File: config.mk
export PLATFORM = sky130hd
export DESIGN_NAME = torque_to_pwm_duty_mapper_top
export DESIGN_NICKNAME = d
export VERILOG_FILES = /design/src/hdl/ttpdm_pkg.sv /design/src/hdl/torque_to_pwm_duty_mapper_top.sv /design/src/hdl/ttpdm_front.sv /design/src/hdl/ttpdm_div_stage.sv /design/src/hdl/ttpdm_back.sv
export VERILOG_INCLUDE_DIRS = /design/src /design/src/hdl
export SDC_FILE = /design/constraint.sdc
export NUM_CORES = 2
export LEC_CHECK = 0
export BUFFER_PORTS_ARGS = -buffer_cell sky130_fd_sc_hd__buf_2
export CAP_MARGIN = 30
export CORE_ASPECT_RATIO = 2
export CORE_MARGIN = 2
export CORE_UTILIZATION = 54
export DETAILED_ROUTE_END_ITERATION = 6
export PLACE_DENSITY = 0.74
export SYNTH_ARGS = -nofsm -noshare
export SYNTH_HDL_FRONTEND = slang
export SYNTH_SLANG_ARGS = --single-unit
File: constraint.sdc
create_clock -name clk -period 13.4 [get_ports clk]
set_clock_uncertainty 0.05 [all_clocks]
set_input_delay 1.34 -clock clk [delete_from_list [all_inputs] [get_ports clk]]
set_output_delay 1.34 -clock clk [all_outputs]
set_load 0.005 [all_outputs]
File: src/hdl/torque_to_pwm_duty_mapper_top_macros.svh
// ============================================================================
// Torque to PWM duty mapper - assertion macros
// Shared concurrent assertion forms. Each use expects clk and rst_n in scope.
// ============================================================================
`ifndef TORQUE_TO_PWM_DUTY_MAPPER_TOP_MACROS_SVH
`define TORQUE_TO_PWM_DUTY_MAPPER_TOP_MACROS_SVH

// Same-cycle implication, disabled while reset is asserted.
`define TTPDM_ASSERT_IMP(label, ante, cons, msg) \
    label: assert property (@(posedge clk) disable iff (!rst_n) (ante) |-> (cons)) \
        else $error(msg);

// Next-cycle implication, disabled while reset is asserted.
`define TTPDM_ASSERT_NXT(label, ante, cons, msg) \
    label: assert property (@(posedge clk) disable iff (!rst_n) (ante) |=> (cons)) \
        else $error(msg);

`endif

File: src/hdl/ttpdm_pkg.sv
// ============================================================================
// Torque to PWM duty mapper - package
// Widths, codes, constants and the structures passed between pipeline parts.
// ============================================================================
package ttpdm_pkg;

    localparam int DUTY_BITS   = 16;
    localparam int TORQUE_BITS = 17;
    localparam int MAG_BITS    = 16;
    localparam int BAL_BITS    = 8;
    localparam int SPAN_BITS   = MAG_BITS + 1;
    localparam int LO_BITS     = MAG_BITS + 2;
    localparam int PROD_BITS   = MAG_BITS + SPAN_BITS;
    localparam int DIV_STEPS   = SPAN_BITS;

    // Register indexes of the configuration channel.
    localparam logic [2:0] REG_DRIVE_MODE = 3'd0;
    localparam logic [2:0] REG_MAX_TORQUE = 3'd1;
    localparam logic [2:0] REG_MIN_TORQUE = 3'd2;
    localparam logic [2:0] REG_BALANCE    = 3'd3;
    localparam logic [2:0] REG_PWM_TOP    = 3'd4;

    typedef enum logic [1:0] {
        MODE_PM      = 2'd0,
        MODE_ZFH     = 2'd1,
        MODE_PWM_DIR = 2'd2
    } drive_mode_t;

    typedef struct packed {
        drive_mode_t          mode;
        logic [MAG_BITS-1:0]  max_torque;
        logic [MAG_BITS-1:0]  min_torque;
        logic [BAL_BITS-1:0]  balance;
        logic [DUTY_BITS-1:0] pwm_top;
    } cfg_t;

    // Output routing for one item.
    typedef struct packed {
        logic sel_b;
        logic kill;
        logic dir_en;
    } ctl_t;

    // Fields that ride alongside the division unchanged.
    typedef struct packed {
        logic signed [LO_BITS-1:0] lo;
        logic                      span_neg;
        ctl_t                      ctl;
    } side_t;

    // Partial remainder, and dividend low bits with quotient bits shifted in.
    typedef struct packed {
        logic [MAG_BITS-1:0]  rem;
        logic [SPAN_BITS-1:0] pq;
        side_t                side;
    } div_t;

endpackage

File: src/hdl/torque_to_pwm_duty_mapper_top.sv
// ============================================================================
// Torque to PWM duty mapper - top level
// Maps each signed torque command to two PWM compare values and a direction
// or enable bit. The block is fully pipelined: it takes one torque transfer
// per clock while its input is not stalled. Each result passes through the
// five front-end stages, the seventeen stages of the restoring divider (one
// quotient bit per stage, dividing by max_torque) and the output register.
// Results come out in order, one per input. Stalls on the result side hold
// the pipeline stage by stage, so empty stages still fill while a finished
// result waits, and the input is stalled only once every stage holds an
// item. Configuration registers are written through their own channel,
// which is always ready; they must only be changed while no transfer is in
// flight, because every stage reads them directly. Register indexes are 0
// drive_mode, 1 max_torque, 2 min_torque, 3 balance and 4 pwm_top; other
// indexes are ignored.
// ============================================================================
`include "torque_to_pwm_duty_mapper_top_macros.svh"

module torque_to_pwm_duty_mapper_top (
    input  logic                                     clk,
    input  logic                                     rst_n,
    input  logic                                     cfg_valid,
    output logic                                     cfg_ready,
    input  logic [2:0]                               cfg_index,
    input  logic [ttpdm_pkg::MAG_BITS-1:0]           cfg_data,
    input  logic                                     torque_valid,
    output logic                                     torque_stall,
    input  logic signed [ttpdm_pkg::TORQUE_BITS-1:0] torque,
    output logic                                     duty_valid,
    input  logic                                     duty_stall,
    output logic [ttpdm_pkg::DUTY_BITS-1:0]          duty_a,
    output logic [ttpdm_pkg::DUTY_BITS-1:0]          duty_b,
    output logic                                     dir_enable
);
    import ttpdm_pkg::*;

    // ------------------------------------------------------------------
    // Configuration registers. The write channel never back-pressures.
    // ------------------------------------------------------------------
    cfg_t cfg_reg;
    cfg_t cfg_next;

    assign cfg_ready = 1'b1;

    always_comb
    begin
        cfg_next = cfg_reg;
        if (cfg_valid && cfg_ready)
        begin
            case (cfg_index)
                REG_DRIVE_MODE: cfg_next.mode       = drive_mode_t'(cfg_data[1:0]);
                REG_MAX_TORQUE: cfg_next.max_torque = cfg_data;
                REG_MIN_TORQUE: cfg_next.min_torque = cfg_data;
                REG_BALANCE:    cfg_next.balance    = cfg_data[BAL_BITS-1:0];
                REG_PWM_TOP:    cfg_next.pwm_top    = cfg_data[DUTY_BITS-1:0];
                default:        cfg_next            = cfg_reg;
            endcase
        end
    end

    always_ff @(posedge clk or negedge rst_n)
    begin
        if (!rst_n)
        begin
            cfg_reg.mode       <= MODE_PM;
            cfg_reg.max_torque <= 16'd16383;
            cfg_reg.min_torque <= 16'd0;
            cfg_reg.balance    <= 8'd128;
            cfg_reg.pwm_top    <= 16'd16383;
        end
        else
        begin
            cfg_reg <= cfg_next;
        end
    end

    // ------------------------------------------------------------------
    // Front end: saturation, balance scaling and the span product.
    // ------------------------------------------------------------------
    logic front_ready;
    logic chain_valid [DIV_STEPS+1];
    logic chain_ready [DIV_STEPS+1];
    div_t chain_data  [DIV_STEPS+1];

    ttpdm_front u_front (
        .clk       (clk),
        .rst_n     (rst_n),
        .cfg       (cfg_reg),
        .in_valid  (torque_valid),
        .torque    (torque),
        .in_ready  (front_ready),
        .out_valid (chain_valid[0]),
        .out_data  (chain_data[0]),
        .out_ready (chain_ready[0])
    );

    assign torque_stall = !front_ready;

    // ------------------------------------------------------------------
    // Divider: one quotient bit per stage, most significant first.
    // ------------------------------------------------------------------
    for (genvar i = 0; i < DIV_STEPS; i++)
    begin : g_div
        ttpdm_div_stage u_div_stage (
            .clk       (clk),
            .rst_n     (rst_n),
            .divisor   (cfg_reg.max_torque),
            .in_valid  (chain_valid[i]),
            .in_data   (chain_data[i]),
            .in_ready  (chain_ready[i]),
            .out_valid (chain_valid[i+1]),
            .out_data  (chain_data[i+1]),
            .out_ready (chain_ready[i+1])
        );
    end

    // ------------------------------------------------------------------
    // Back end: sign, offset, clamp and the output register.
    // ------------------------------------------------------------------
    ttpdm_back u_back (
        .clk        (clk),
        .rst_n      (rst_n),
        .cfg        (cfg_reg),
        .in_valid   (chain_valid[DIV_STEPS]),
        .in_data    (chain_data[DIV_STEPS]),
        .in_ready   (chain_ready[DIV_STEPS]),
        .out_valid  (duty_valid),
        .duty_a     (duty_a),
        .duty_b     (duty_b),
        .dir_enable (dir_enable),
        .out_stall  (duty_stall)
    );

    // Channel B only ever carries a value in the two-channel mode, and then
    // channel A is idle.
    `TTPDM_ASSERT_IMP(a_b_only_in_pm, duty_valid && (duty_b != '0), (cfg_reg.mode == MODE_PM) && (duty_a == '0), "channel B driven outside two-channel mode")

    // Both compare values respect the timer top.
    `TTPDM_ASSERT_IMP(a_duty_clamped, duty_valid, (duty_a <= cfg_reg.pwm_top) && (duty_b <= cfg_reg.pwm_top), "compare value above timer top")

    // A write to the timer top lands in the register in the next cycle.
    `TTPDM_ASSERT_NXT(a_top_write, cfg_valid && cfg_ready && (cfg_index == REG_PWM_TOP), cfg_reg.pwm_top == $past(cfg_data), "timer top write lost")

endmodule

File: src/hdl/ttpdm_front.sv
// ============================================================================
// Torque to PWM duty mapper - front end
// Five stages: saturation and balance product, divide by 255 in two steps,
// span selection per mode, and the magnitude times span product.
// ============================================================================
module ttpdm_front (
    input  logic                               clk,
    input  logic                               rst_n,
    input  ttpdm_pkg::cfg_t                    cfg,
    input  logic                               in_valid,
    input  logic signed [ttpdm_pkg::TORQUE_BITS-1:0] torque,
    output logic                               in_ready,
    output logic                               out_valid,
    output ttpdm_pkg::div_t                    out_data,
    input  logic                               out_ready
);
    import ttpdm_pkg::*;

    localparam logic [BAL_BITS-1:0] BAL_NEUTRAL = 8'd128;
    localparam logic [BAL_BITS:0]   BAL_OFS_LO  = 9'd127;
    localparam logic [BAL_BITS:0]   BAL_OFS_HI  = 9'd383;
    localparam logic [23:0]         BAL_DIV     = 24'd255;
    localparam logic [23:0]         BAL_DIV2    = 24'(2 * 255);
    localparam logic [23:0]         BAL_DIV3    = 24'(3 * 255);

    logic s1_valid_reg, s2_valid_reg, s3_valid_reg, s4_valid_reg, s5_valid_reg;
    logic s2_ready, s3_ready, s4_ready, s5_ready;

    assign s5_ready = !s5_valid_reg || out_ready;
    assign s4_ready = !s4_valid_reg || s5_ready;
    assign s3_ready = !s3_valid_reg || s4_ready;
    assign s2_ready = !s2_valid_reg || s3_ready;
    assign in_ready = !s1_valid_reg || s2_ready;

    // ---------------- stage 1: magnitude, saturation, balance product
    logic [TORQUE_BITS-1:0] raw;
    logic [TORQUE_BITS-1:0] mag_full;
    logic                   in_neg;
    logic                   in_pos;
    logic [MAG_BITS-1:0]    mag_sat;
    logic [BAL_BITS-1:0]    bal_k;
    logic [23:0]            bal_prod;

    always_comb
    begin
        raw      = torque;
        in_neg   = raw[TORQUE_BITS-1];
        mag_full = in_neg ? (TORQUE_BITS'(0) - raw) : raw;
        in_pos   = !in_neg && (raw != '0);
        if (mag_full > {1'b0, cfg.max_torque})
        begin
            mag_sat = cfg.max_torque;
        end
        else
        begin
            mag_sat = mag_full[MAG_BITS-1:0];
        end
        if (cfg.balance < BAL_NEUTRAL)
        begin
            bal_k = BAL_BITS'({1'b0, cfg.balance} + BAL_OFS_LO);
        end
        else
        begin
            bal_k = BAL_BITS'(BAL_OFS_HI - {1'b0, cfg.balance});
        end
        bal_prod = {8'd0, cfg.max_torque} * {16'd0, bal_k};
    end

    logic [MAG_BITS-1:0] s1_mag_reg;
    logic                s1_neg_reg, s1_pos_reg;
    logic [23:0]         s1_bal_reg;

    // ---------------- stage 2: quotient estimate of the balance product by 255
    logic [24:0]         bal_sum;
    logic [MAG_BITS-1:0] bal_q0;

    always_comb
    begin
        bal_sum = {1'b0, s1_bal_reg} + 25'(s1_bal_reg >> 8) + 25'(s1_bal_reg >> 16);
        bal_q0  = bal_sum[23:8];
    end

    logic [MAG_BITS-1:0] s2_mag_reg;
    logic                s2_neg_reg, s2_pos_reg;
    logic [23:0]         s2_bal_reg;
    logic [MAG_BITS-1:0] s2_q0_reg;

    // ---------------- stage 3: remainder correction of the estimate
    logic [23:0]         bal_rem;
    logic [1:0]          bal_corr;
    logic [MAG_BITS-1:0] bal_hi;

    always_comb
    begin
        bal_rem = s2_bal_reg - 24'(s2_q0_reg) * BAL_DIV;
        if (bal_rem >= BAL_DIV3)
        begin
            bal_corr = 2'd3;
        end
        else if (bal_rem >= BAL_DIV2)
        begin
            bal_corr = 2'd2;
        end
        else if (bal_rem >= BAL_DIV)
        begin
            bal_corr = 2'd1;
        end
        else
        begin
            bal_corr = 2'd0;
        end
        bal_hi = s2_q0_reg + MAG_BITS'(bal_corr);
    end

    logic [MAG_BITS-1:0] s3_mag_reg;
    logic                s3_neg_reg, s3_pos_reg;
    logic [MAG_BITS-1:0] s3_hi_reg;

    // ---------------- stage 4: low end and span for the selected mode
    logic [MAG_BITS-1:0]     half;
    logic signed [LO_BITS:0] lo;
    logic signed [LO_BITS:0] hi;
    logic signed [LO_BITS:0] span;
    logic signed [LO_BITS:0] span_abs;
    logic signed [LO_BITS:0] n_ext;
    logic signed [LO_BITS:0] m_ext;
    logic signed [LO_BITS:0] h_ext;
    logic signed [LO_BITS:0] b_ext;
    ctl_t                    ctl;

    always_comb
    begin
        half  = {1'b0, cfg.max_torque[MAG_BITS-1:1]};
        n_ext = $signed({3'b000, cfg.min_torque});
        m_ext = $signed({3'b000, cfg.max_torque});
        h_ext = $signed({3'b000, half});
        b_ext = $signed({3'b000, s3_hi_reg});
        lo    = '0;
        hi    = '0;
        ctl   = '{sel_b: 1'b0, kill: 1'b1, dir_en: 1'b0};
        case (cfg.mode)
            MODE_PM:
            begin
                if (s3_pos_reg)
                begin
                    lo  = n_ext;
                    hi  = (cfg.balance < BAL_NEUTRAL) ? b_ext : m_ext;
                    ctl = '{sel_b: 1'b0, kill: 1'b0, dir_en: 1'b1};
                end
                else if (s3_neg_reg)
                begin
                    lo  = n_ext;
                    hi  = (cfg.balance >= BAL_NEUTRAL) ? b_ext : m_ext;
                    ctl = '{sel_b: 1'b1, kill: 1'b0, dir_en: 1'b1};
                end
            end
            MODE_ZFH:
            begin
                ctl = '{sel_b: 1'b0, kill: 1'b0, dir_en: 1'b1};
                if (s3_pos_reg)
                begin
                    lo = h_ext + n_ext;
                    hi = m_ext;
                end
                else if (s3_neg_reg)
                begin
                    lo = h_ext - n_ext;
                    hi = '0;
                end
                else
                begin
                    lo = h_ext;
                    hi = h_ext;
                end
            end
            MODE_PWM_DIR:
            begin
                lo  = n_ext;
                hi  = m_ext;
                ctl = '{sel_b: 1'b0, kill: 1'b0, dir_en: !s3_neg_reg};
            end
            default:
            begin
                lo  = '0;
                hi  = '0;
            end
        endcase
        span     = hi - lo;
        span_abs = span[LO_BITS] ? -span : span;
    end

    logic [MAG_BITS-1:0]  s4_mag_reg;
    logic [SPAN_BITS-1:0] s4_span_reg;
    side_t                s4_side_reg;

    // ---------------- stage 5: magnitude times span
    logic [PROD_BITS-1:0] prod;

    assign prod = {{SPAN_BITS{1'b0}}, s4_mag_reg} * {{MAG_BITS{1'b0}}, s4_span_reg};

    div_t s5_data_reg;

    always_ff @(posedge clk or negedge rst_n)
    begin
        if (!rst_n)
        begin
            s1_valid_reg <= 1'b0;
            s2_valid_reg <= 1'b0;
            s3_valid_reg <= 1'b0;
            s4_valid_reg <= 1'b0;
            s5_valid_reg <= 1'b0;
        end
        else
        begin
            if (in_ready)
            begin
                s1_valid_reg <= in_valid;
            end
            if (s2_ready)
            begin
                s2_valid_reg <= s1_valid_reg;
            end
            if (s3_ready)
            begin
                s3_valid_reg <= s2_valid_reg;
            end
            if (s4_ready)
            begin
                s4_valid_reg <= s3_valid_reg;
            end
            if (s5_ready)
            begin
                s5_valid_reg <= s4_valid_reg;
            end
        end
    end

    always_ff @(posedge clk)
    begin
        if (in_ready && in_valid)
        begin
            s1_mag_reg <= mag_sat;
            s1_neg_reg <= in_neg;
            s1_pos_reg <= in_pos;
            s1_bal_reg <= bal_prod;
        end
        if (s2_ready && s1_valid_reg)
        begin
            s2_mag_reg <= s1_mag_reg;
            s2_neg_reg <= s1_neg_reg;
            s2_pos_reg <= s1_pos_reg;
            s2_bal_reg <= s1_bal_reg;
            s2_q0_reg  <= bal_q0;
        end
        if (s3_ready && s2_valid_reg)
        begin
            s3_mag_reg <= s2_mag_reg;
            s3_neg_reg <= s2_neg_reg;
            s3_pos_reg <= s2_pos_reg;
            s3_hi_reg  <= bal_hi;
        end
        if (s4_ready && s3_valid_reg)
        begin
            s4_mag_reg           <= s3_mag_reg;
            s4_span_reg          <= span_abs[SPAN_BITS-1:0];
            s4_side_reg.lo       <= lo[LO_BITS-1:0];
            s4_side_reg.span_neg <= span[LO_BITS];
            s4_side_reg.ctl      <= ctl;
        end
        if (s5_ready && s4_valid_reg)
        begin
            s5_data_reg.rem  <= prod[PROD_BITS-1:SPAN_BITS];
            s5_data_reg.pq   <= prod[SPAN_BITS-1:0];
            s5_data_reg.side <= s4_side_reg;
        end
    end

    assign out_valid = s5_valid_reg;
    assign out_data  = s5_data_reg;

endmodule

File: src/hdl/ttpdm_div_stage.sv
// ============================================================================
// Torque to PWM duty mapper - division stage
// One restoring step of the unsigned division by max_torque, registered.
// ============================================================================
`include "torque_to_pwm_duty_mapper_top_macros.svh"

module ttpdm_div_stage (
    input  logic                             clk,
    input  logic                             rst_n,
    input  logic [ttpdm_pkg::MAG_BITS-1:0]   divisor,
    input  logic                             in_valid,
    input  ttpdm_pkg::div_t                  in_data,
    output logic                             in_ready,
    output logic                             out_valid,
    output ttpdm_pkg::div_t                  out_data,
    input  logic                             out_ready
);
    import ttpdm_pkg::*;

    logic                valid_reg;
    div_t                data_reg;
    div_t                data_next;
    logic [MAG_BITS+1:0] trial;
    logic                ge;

    assign in_ready = !valid_reg || out_ready;

    // Shift the next dividend bit into the remainder and subtract if it fits.
    always_comb
    begin
        trial          = {1'b0, in_data.rem, in_data.pq[SPAN_BITS-1]} - {2'b00, divisor};
        ge             = !trial[MAG_BITS+1];
        data_next.rem  = ge ? trial[MAG_BITS-1:0]
                            : {in_data.rem[MAG_BITS-2:0], in_data.pq[SPAN_BITS-1]};
        data_next.pq   = {in_data.pq[SPAN_BITS-2:0], ge};
        data_next.side = in_data.side;
    end

    always_ff @(posedge clk or negedge rst_n)
    begin
        if (!rst_n)
        begin
            valid_reg <= 1'b0;
        end
        else if (in_ready)
        begin
            valid_reg <= in_valid;
        end
    end

    always_ff @(posedge clk)
    begin
        if (in_ready && in_valid)
        begin
            data_reg <= data_next;
        end
    end

    assign out_valid = valid_reg;
    assign out_data  = data_reg;

    `TTPDM_ASSERT_IMP(a_rem_below_divisor, valid_reg && (divisor != '0), data_reg.rem < divisor, "division remainder not below divisor")

endmodule

File: src/hdl/ttpdm_back.sv
// ============================================================================
// Torque to PWM duty mapper - back end
// Applies the quotient sign, adds the low end, clamps and routes the result.
// ============================================================================
module ttpdm_back (
    input  logic                              clk,
    input  logic                              rst_n,
    input  ttpdm_pkg::cfg_t                   cfg,
    input  logic                              in_valid,
    input  ttpdm_pkg::div_t                   in_data,
    output logic                              in_ready,
    output logic                              out_valid,
    output logic [ttpdm_pkg::DUTY_BITS-1:0]   duty_a,
    output logic [ttpdm_pkg::DUTY_BITS-1:0]   duty_b,
    output logic                              dir_enable,
    input  logic                              out_stall
);
    import ttpdm_pkg::*;

    logic                    valid_reg;
    logic [DUTY_BITS-1:0]    duty_a_reg, duty_a_next;
    logic [DUTY_BITS-1:0]    duty_b_reg, duty_b_next;
    logic                    dir_reg;
    logic [SPAN_BITS-1:0]    quo;
    logic signed [LO_BITS:0] lo_ext;
    logic signed [LO_BITS:0] quo_ext;
    logic signed [LO_BITS:0] val;
    logic [DUTY_BITS-1:0]    duty;

    assign in_ready = !valid_reg || !out_stall;

    always_comb
    begin
        // A zero divisor only ever sees a zero dividend; the low end stands alone.
        quo     = (cfg.max_torque == '0) ? '0 : in_data.pq;
        lo_ext  = {in_data.side.lo[LO_BITS-1], in_data.side.lo};
        quo_ext = $signed({2'b00, quo});
        val     = in_data.side.span_neg ? (lo_ext - quo_ext) : (lo_ext + quo_ext);
        if (val[LO_BITS])
        begin
            duty = '0;
        end
        else if (val[LO_BITS-1:0] > {2'b00, cfg.pwm_top})
        begin
            duty = cfg.pwm_top;
        end
        else
        begin
            duty = val[DUTY_BITS-1:0];
        end
        duty_a_next = '0;
        duty_b_next = '0;
        if (!in_data.side.ctl.kill)
        begin
            if (in_data.side.ctl.sel_b)
            begin
                duty_b_next = duty;
            end
            else
            begin
                duty_a_next = duty;
            end
        end
    end

    always_ff @(posedge clk or negedge rst_n)
    begin
        if (!rst_n)
        begin
            valid_reg <= 1'b0;
        end
        else if (in_ready)
        begin
            valid_reg <= in_valid;
        end
    end

    always_ff @(posedge clk)
    begin
        if (in_ready && in_valid)
        begin
            duty_a_reg <= duty_a_next;
            duty_b_reg <= duty_b_next;
            dir_reg    <= in_data.side.ctl.dir_en;
        end
    end

    assign out_valid  = valid_reg;
    assign duty_a     = duty_a_reg;
    assign duty_b     = duty_b_reg;
    assign dir_enable = dir_reg;

endmodule

---- After elaboration in Yosys (flattened, before gate mapping) ----
Cells that the tools add are included.
storage, ports and cells
  register bits after elaboration ......... 1277
  word-level logic and storage cells ...... 367
  output and inout bits ................... 36
  input bits .............................. 41
cells by class
  reduce and logical (&&, ||, !) cells .... 102
  $mul .................................... 3
  equality and inequality tests ........... 6
  bitwise logic cells ..................... 1
  magnitude comparators ................... 7
  add/subtract/negate cells ............... 30
  mux-type cells .......................... 42
operators by type and width
  operator                 count
  $mux W16                 22
  $sub A17 B16 Y18         17
  $mux W19                 7
  $pmux W19 S3             2
  $mux W17                 3
  $logic_not A1 Y1         44
  $mul A16 B17 Y33         1
  $add A24 B16 Y24         1
  $add A24 B8 Y24          1
  $ge A24 B10 Y1 const B   1
  $ge A24 B8 Y1 const B    1
  $ge A24 B9 Y1 const B    1
  $logic_and A1 B1 Y1      24
  $mul A16 B8 Y24          1
  $mul A16 B8 Y24 const B  1
  $sub A24 B24 Y24         1
  $logic_or A1 B1 Y1       23
  $add A18 B18 Y19         1
  $sub A18 B18 Y19         1
  $sub A19 B19 Y19         1
  $gt A18 B16 Y1           1
  $add A15 B16 Y17         1
  $gt A17 B16 Y1           1
  $neg A17 Y17             1
  25 further kinds         33

---- Longest topological paths before layout ----
  word-level depth ........................ 25
  mapped depth ............................ 29
  mapped depth without buffers ............ 27

---- By module ----
From an unflattened synthesis, not the netlist that was laid out.
second synthesis, totals
  cells, all modules ...................... 7244
  area, all modules ....................... 84791.3 um^2
modules (own cells, without submodules)
  module                                        cells each  area each (um^2)  times used
  ttpdm_div_stage at g_div[13].u_div_stage ...  220         2884.0            13
  ttpdm_front                                   3117        30654.4           1
  ttpdm_div_stage at g_div[0].u_div_stage ...   184         2703.8            4
  ttpdm_back                                    401         3438.3            1
  torque_to_pwm_duty_mapper_top                 130         2391.0            1

---- Least setup slack after synthesis ----
Ideal clock, no wire load.
  path type ............................... register to register
  from .................................... register u_front.s2_q0_reg[7]
  to ...................................... register u_front.s3_hi_reg[15] (data pin)
  path slack .............................. 6.500 ns
  arrival ................................. 6.585 ns
  cell stages (with the launch flop) ...... 27
  library setup time ...................... 0.264 ns
  path through ............................ edfxtp_1 > inv_1 > fa_1 > inv_1 > fa_1 > inv_1 > fa_1 > inv_1 > fa_1 > inv_1 > ha_1 > and2_1 > or3_1 > o2111ai_1 > a21oi_1 > a211o_1 > a2111oi_2 > o2111ai_1 > a2111oi_1 > nand4b_1 > ha_1 > a21oi_1 > nor2_1 > nand3_1 > nor2_1 > nand4_1 > xnor2_1
on the way
  word-level cells in the longest chain between the ends .. 7
  elaborated cells between the ends (all ways) .. 9
  those cells by class .................... add/sub: 2; mul: 1; order compare: 3; mux: 3
ends and longest elaborated chain
  item                      RTL line            source
  start: declaration        ttpdm_front.sv:86   logic [MAG_BITS-1:0] s2_q0_reg;
  start signal: assignment  ttpdm_front.sv:253  s2_q0_reg <= bal_q0;
  $mul A16 B8 Y24           ttpdm_front.sv:95   bal_rem = s2_bal_reg - 24'(s2_q0_reg) * BAL_DIV;
  $sub A24 B24 Y24          ttpdm_front.sv:95
  $ge A24 B8 Y1             ttpdm_front.sv:104  else if (bal_rem >= BAL_DIV)
  $mux W1                   ttpdm_front.sv:104
  $mux W2                   ttpdm_front.sv:100  else if (bal_rem >= BAL_DIV2)
  $mux W2                   ttpdm_front.sv:96   if (bal_rem >= BAL_DIV3)
  $add A16 B2 Y16 *         ttpdm_front.sv:112  bal_hi = s2_q0_reg + MAG_BITS'(bal_corr);
  net u_front.bal_hi[15]    ttpdm_front.sv:91   logic [MAG_BITS-1:0] bal_hi;
  end signal: assignment    ttpdm_front.sv:260  s3_hi_reg <= bal_hi;
  end: declaration          ttpdm_front.sv:117  logic [MAG_BITS-1:0] s3_hi_reg;
Mark *: on every way through the listed nets, which the timed path passes. The rest lies on a longest branch.
A chain may end at the register's enable or synchronous reset.

---- Worst setup path in the final report ----
  from .................................... register u_front.s2_q0_reg[14]
  to ...................................... register u_front.s3_hi_reg[13] (data pin)
on the way
  word-level cells in the longest chain between the ends .. 7
  elaborated cells between the ends (all ways) .. 9
  those cells by class .................... add/sub: 2; mul: 1; order compare: 3; mux: 3
ends and longest elaborated chain
  item                    RTL line
  $mul A16 B8 Y24 *       ttpdm_front.sv:95
  $sub A24 B24 Y24 *      ttpdm_front.sv:95
  $ge A24 B8 Y1           ttpdm_front.sv:104
  $mux W1                 ttpdm_front.sv:104
  $mux W2                 ttpdm_front.sv:100
  $mux W2 *               ttpdm_front.sv:96
  $add A16 B2 Y16 *       ttpdm_front.sv:112
  net u_front.bal_hi[13]  ttpdm_front.sv:91
Marked as above.

==> results.yml <==
status:
  status: "finished, final reports clean"
floorplanning:
  initial_utilization: 0.542
  die_h_um: 538
  rows: 196
  die_x_um: 271
  dieArea_um2: 146000
  num_io_pins: 77
  core_um2: 142000
global_route:
  grt_first_pass_wirelength_um: 265000
  grt_max_degree: 56
  overflow: 0
  antenna_found_initial: 9
  grtUsageTotal: 0.233
  grt_pass1_vias: 48549
yosys:
  synth_area_leaders: "edfxtp_1, fa_1, ha_1"
  yosysUniqueCellTypes: 95
  synth.most_common_cell: "edfxtp_1"
  synth_edf_count: 1196
  synth-seq-cells: 1277
  synth_top_cell_by_area: "edfxtp_1"
  syn_area_um2: 77000
  synth_cells: 6480
  yosysTopAreaCellShare: 0.466
  yosys_most_used_dff: "edfxtp_1"
  synth_warnings: 0
  synth_nets: 7538
  async_reset_ff_frac: 0.0634
  avgSynthCellArea_um2: 11.9
  seq_area_frac_synth: 0.493
  synth_commonest_cells: "edfxtp_1, inv_1, ha_1"
worst_hold_path:
  holdPathStages: 0
  hold_class: "flip-flop to flip-flop"
sta:
  setup_viol: 0
  setup-tns-final_ns: 0
  slew_headroom: 0.324
  hold_viol_final: 0
  fmax_mhz: 130
  rsz0062_at_grt: "no"
  slew_viol_final: 0
  worst_slew_pin_slew_ns: 1.01
  period_share: 0.573
  min_period_ns: 7.68
  whs_ns: 0.322
critical_path:
  start_kind: "flip-flop"
  required_ns: 13.82
  cp_max_fo: 9
  cp.arrival_ns: 8.09
  r2r_cells: 27
  critPathCaptureType: "flip-flop"
  crit_type: "flip-flop to flip-flop"
layout:
  fillers: 11276
  drive_gt1_frac: 0.0845
  syn_to_final_growth_pct: 8.63
  final_nets: 7649
  largest_reg_flops: 919
route:
  drt.antenna.violating_nets: 0
  drt_first_pass_iters: 6
  drt-total-wl_um: 168000
  drt-initial-drc-count: 3457
  vias_per_cell: 5.64
  vias: 48323
  drc: 0
  wire_per_inst_um: 19.6
job:
  drv_cap: 0
placed_design:
  place_congestion: 0.930
  io_buffers: 75
  dp_hpwl_um: 125000
clock_network:
  cts_tree: "yes"
  cts_buffers: 108
  cts_root_buf: "clkbuf_16"
  clock_sinks: 1277
  cts_setup_buffers: 0
  clk_path_buf_depth: 3
  cts_resized: 0
  cts.hold.buffers_added: 0
  clkLatencyLatePin_ns: 0.75
  clkTransAtPathRegs_ns: 0.07
  htreeDepth: 3
==> worst paths after layout <==
path | from | to | slack (ns)
max | u_front.s2_q0_reg[14] | u_front.s3_hi_reg[13] | 5.72
min | g_div[0].u_div_stage.out_data[28] | g_div[1].u_div_stage.out_data[29] | 0.32
max reg2reg | u_front.s2_q0_reg[14] | u_front.s3_hi_reg[13] | 5.72
min reg2reg | g_div[0].u_div_stage.out_data[28] | g_div[1].u_div_stage.out_data[29] | 0.32
max in group asynchronous | rst_n | u_front.s2_valid_reg | 11.52
min in group asynchronous | rst_n | cfg_reg[54] | 0.59
==> worst max-delay path, cell delays in order (launching register included) <==
cell	delay (ns)
edfxtp_1	0.47
inv_1	0.21
fa_1	0.57
inv_1	0.05
fa_1	0.52
inv_1	0.06
fa_1	0.53
inv_1	0.05
fa_1	0.47
inv_1	0.04
ha_1	0.37
a21oi_1	0.24
nor2b_1	0.07
o21a_1	0.20
o41a_1	0.35
a211o_1	0.31
a31oi_1	0.14
o311ai_1	0.09
or4_1	0.52
a2111oi_1	0.38
nand4b_1	0.30
ha_1	0.36
a21oi_1	0.06
nor2_1	0.19
nand3_1	0.17
nor2_1	0.31
nand3_1	0.15
xnor2_1	0.17
==> per-layer routing <==
metal	vias to the layer above	global-route usage	share of wire
li1	23028	-	-
met1	23588	0.272	0.38
met2	1310	0.423	0.52
met3	395	0.0279	0.050
met4	2	0.113	0.053
met5	-	0	0.000084
==> placed cells by master (no fill, tap or decap), drive strengths merged, types with 52 or more instances in the layout <==
cell	synthesis	routed
ha	607	607
clkbuf	145	127
o21a	89	89
and2	169	169
inv	684	690
dfrtp	52	52
nand3	103	103
nand2b	70	70
buf	8	153
xor2	90	90
nor3	117	117
a21boi	52	52
clkinv	1	53
a21oi	406	406
mux2	115	115
xnor2	271	271
nor2b	77	77
edfxtp	1196	1196
nand2	493	493
fa	410	410
o21ai	223	223
nor2	475	475
or3	62	62
==> through the flow <==
step	cell area, µm²	instances	utilization	setup slack [ns]
after floorplan	77000	6480	-	6.50
after global routing	83700	8568	0.589	5.21
after detailed placement	80000	8360	0.563	5.72
after global placement	79900	8356	0.563	5.85
final	83700	8569	0.589	5.72
after CTS	83600	8564	0.589	5.68
==> kinds of logic (layout without fill, tap and decap cells) <==
logic type / after synthesis / in the layout / share of synthesized area
xor gates and xnor gates: 361 / 361 / 0.0411
other: 1 / 4 / 0.0000487
adders and majority gates: 1017 / 1017 / 0.205
DFF: 1277 / 1277 / 0.493
and+or+nand+nor: 1678 / 1678 / 0.102
AOI/OAI and AO/OA: 1149 / 1149 / 0.0947
muxes: 159 / 159 / 0.0225
buffers and inverters: 838 / 1043 / 0.0410
==> area by class of cell <==
type / count / area (µm²) / share of cell area
repair buffers: 154 / 1020 / 0.0122
clock inverters: 78 / 796 / 0.00951
well taps: 1881 / 2350 / 0.0281
multi-input cells: 4365 / 36100 / 0.431
clock buffers: 126 / 2830 / 0.0339
diodes: 3 / 7.51 / 0.0000897
inverters: 685 / 2570 / 0.0307
flip-flops and latches: 1277 / 38000 / 0.454
Power is not shown: default switching activity piles up to over one toggle a cycle in this logic, so the estimate is an artifact.
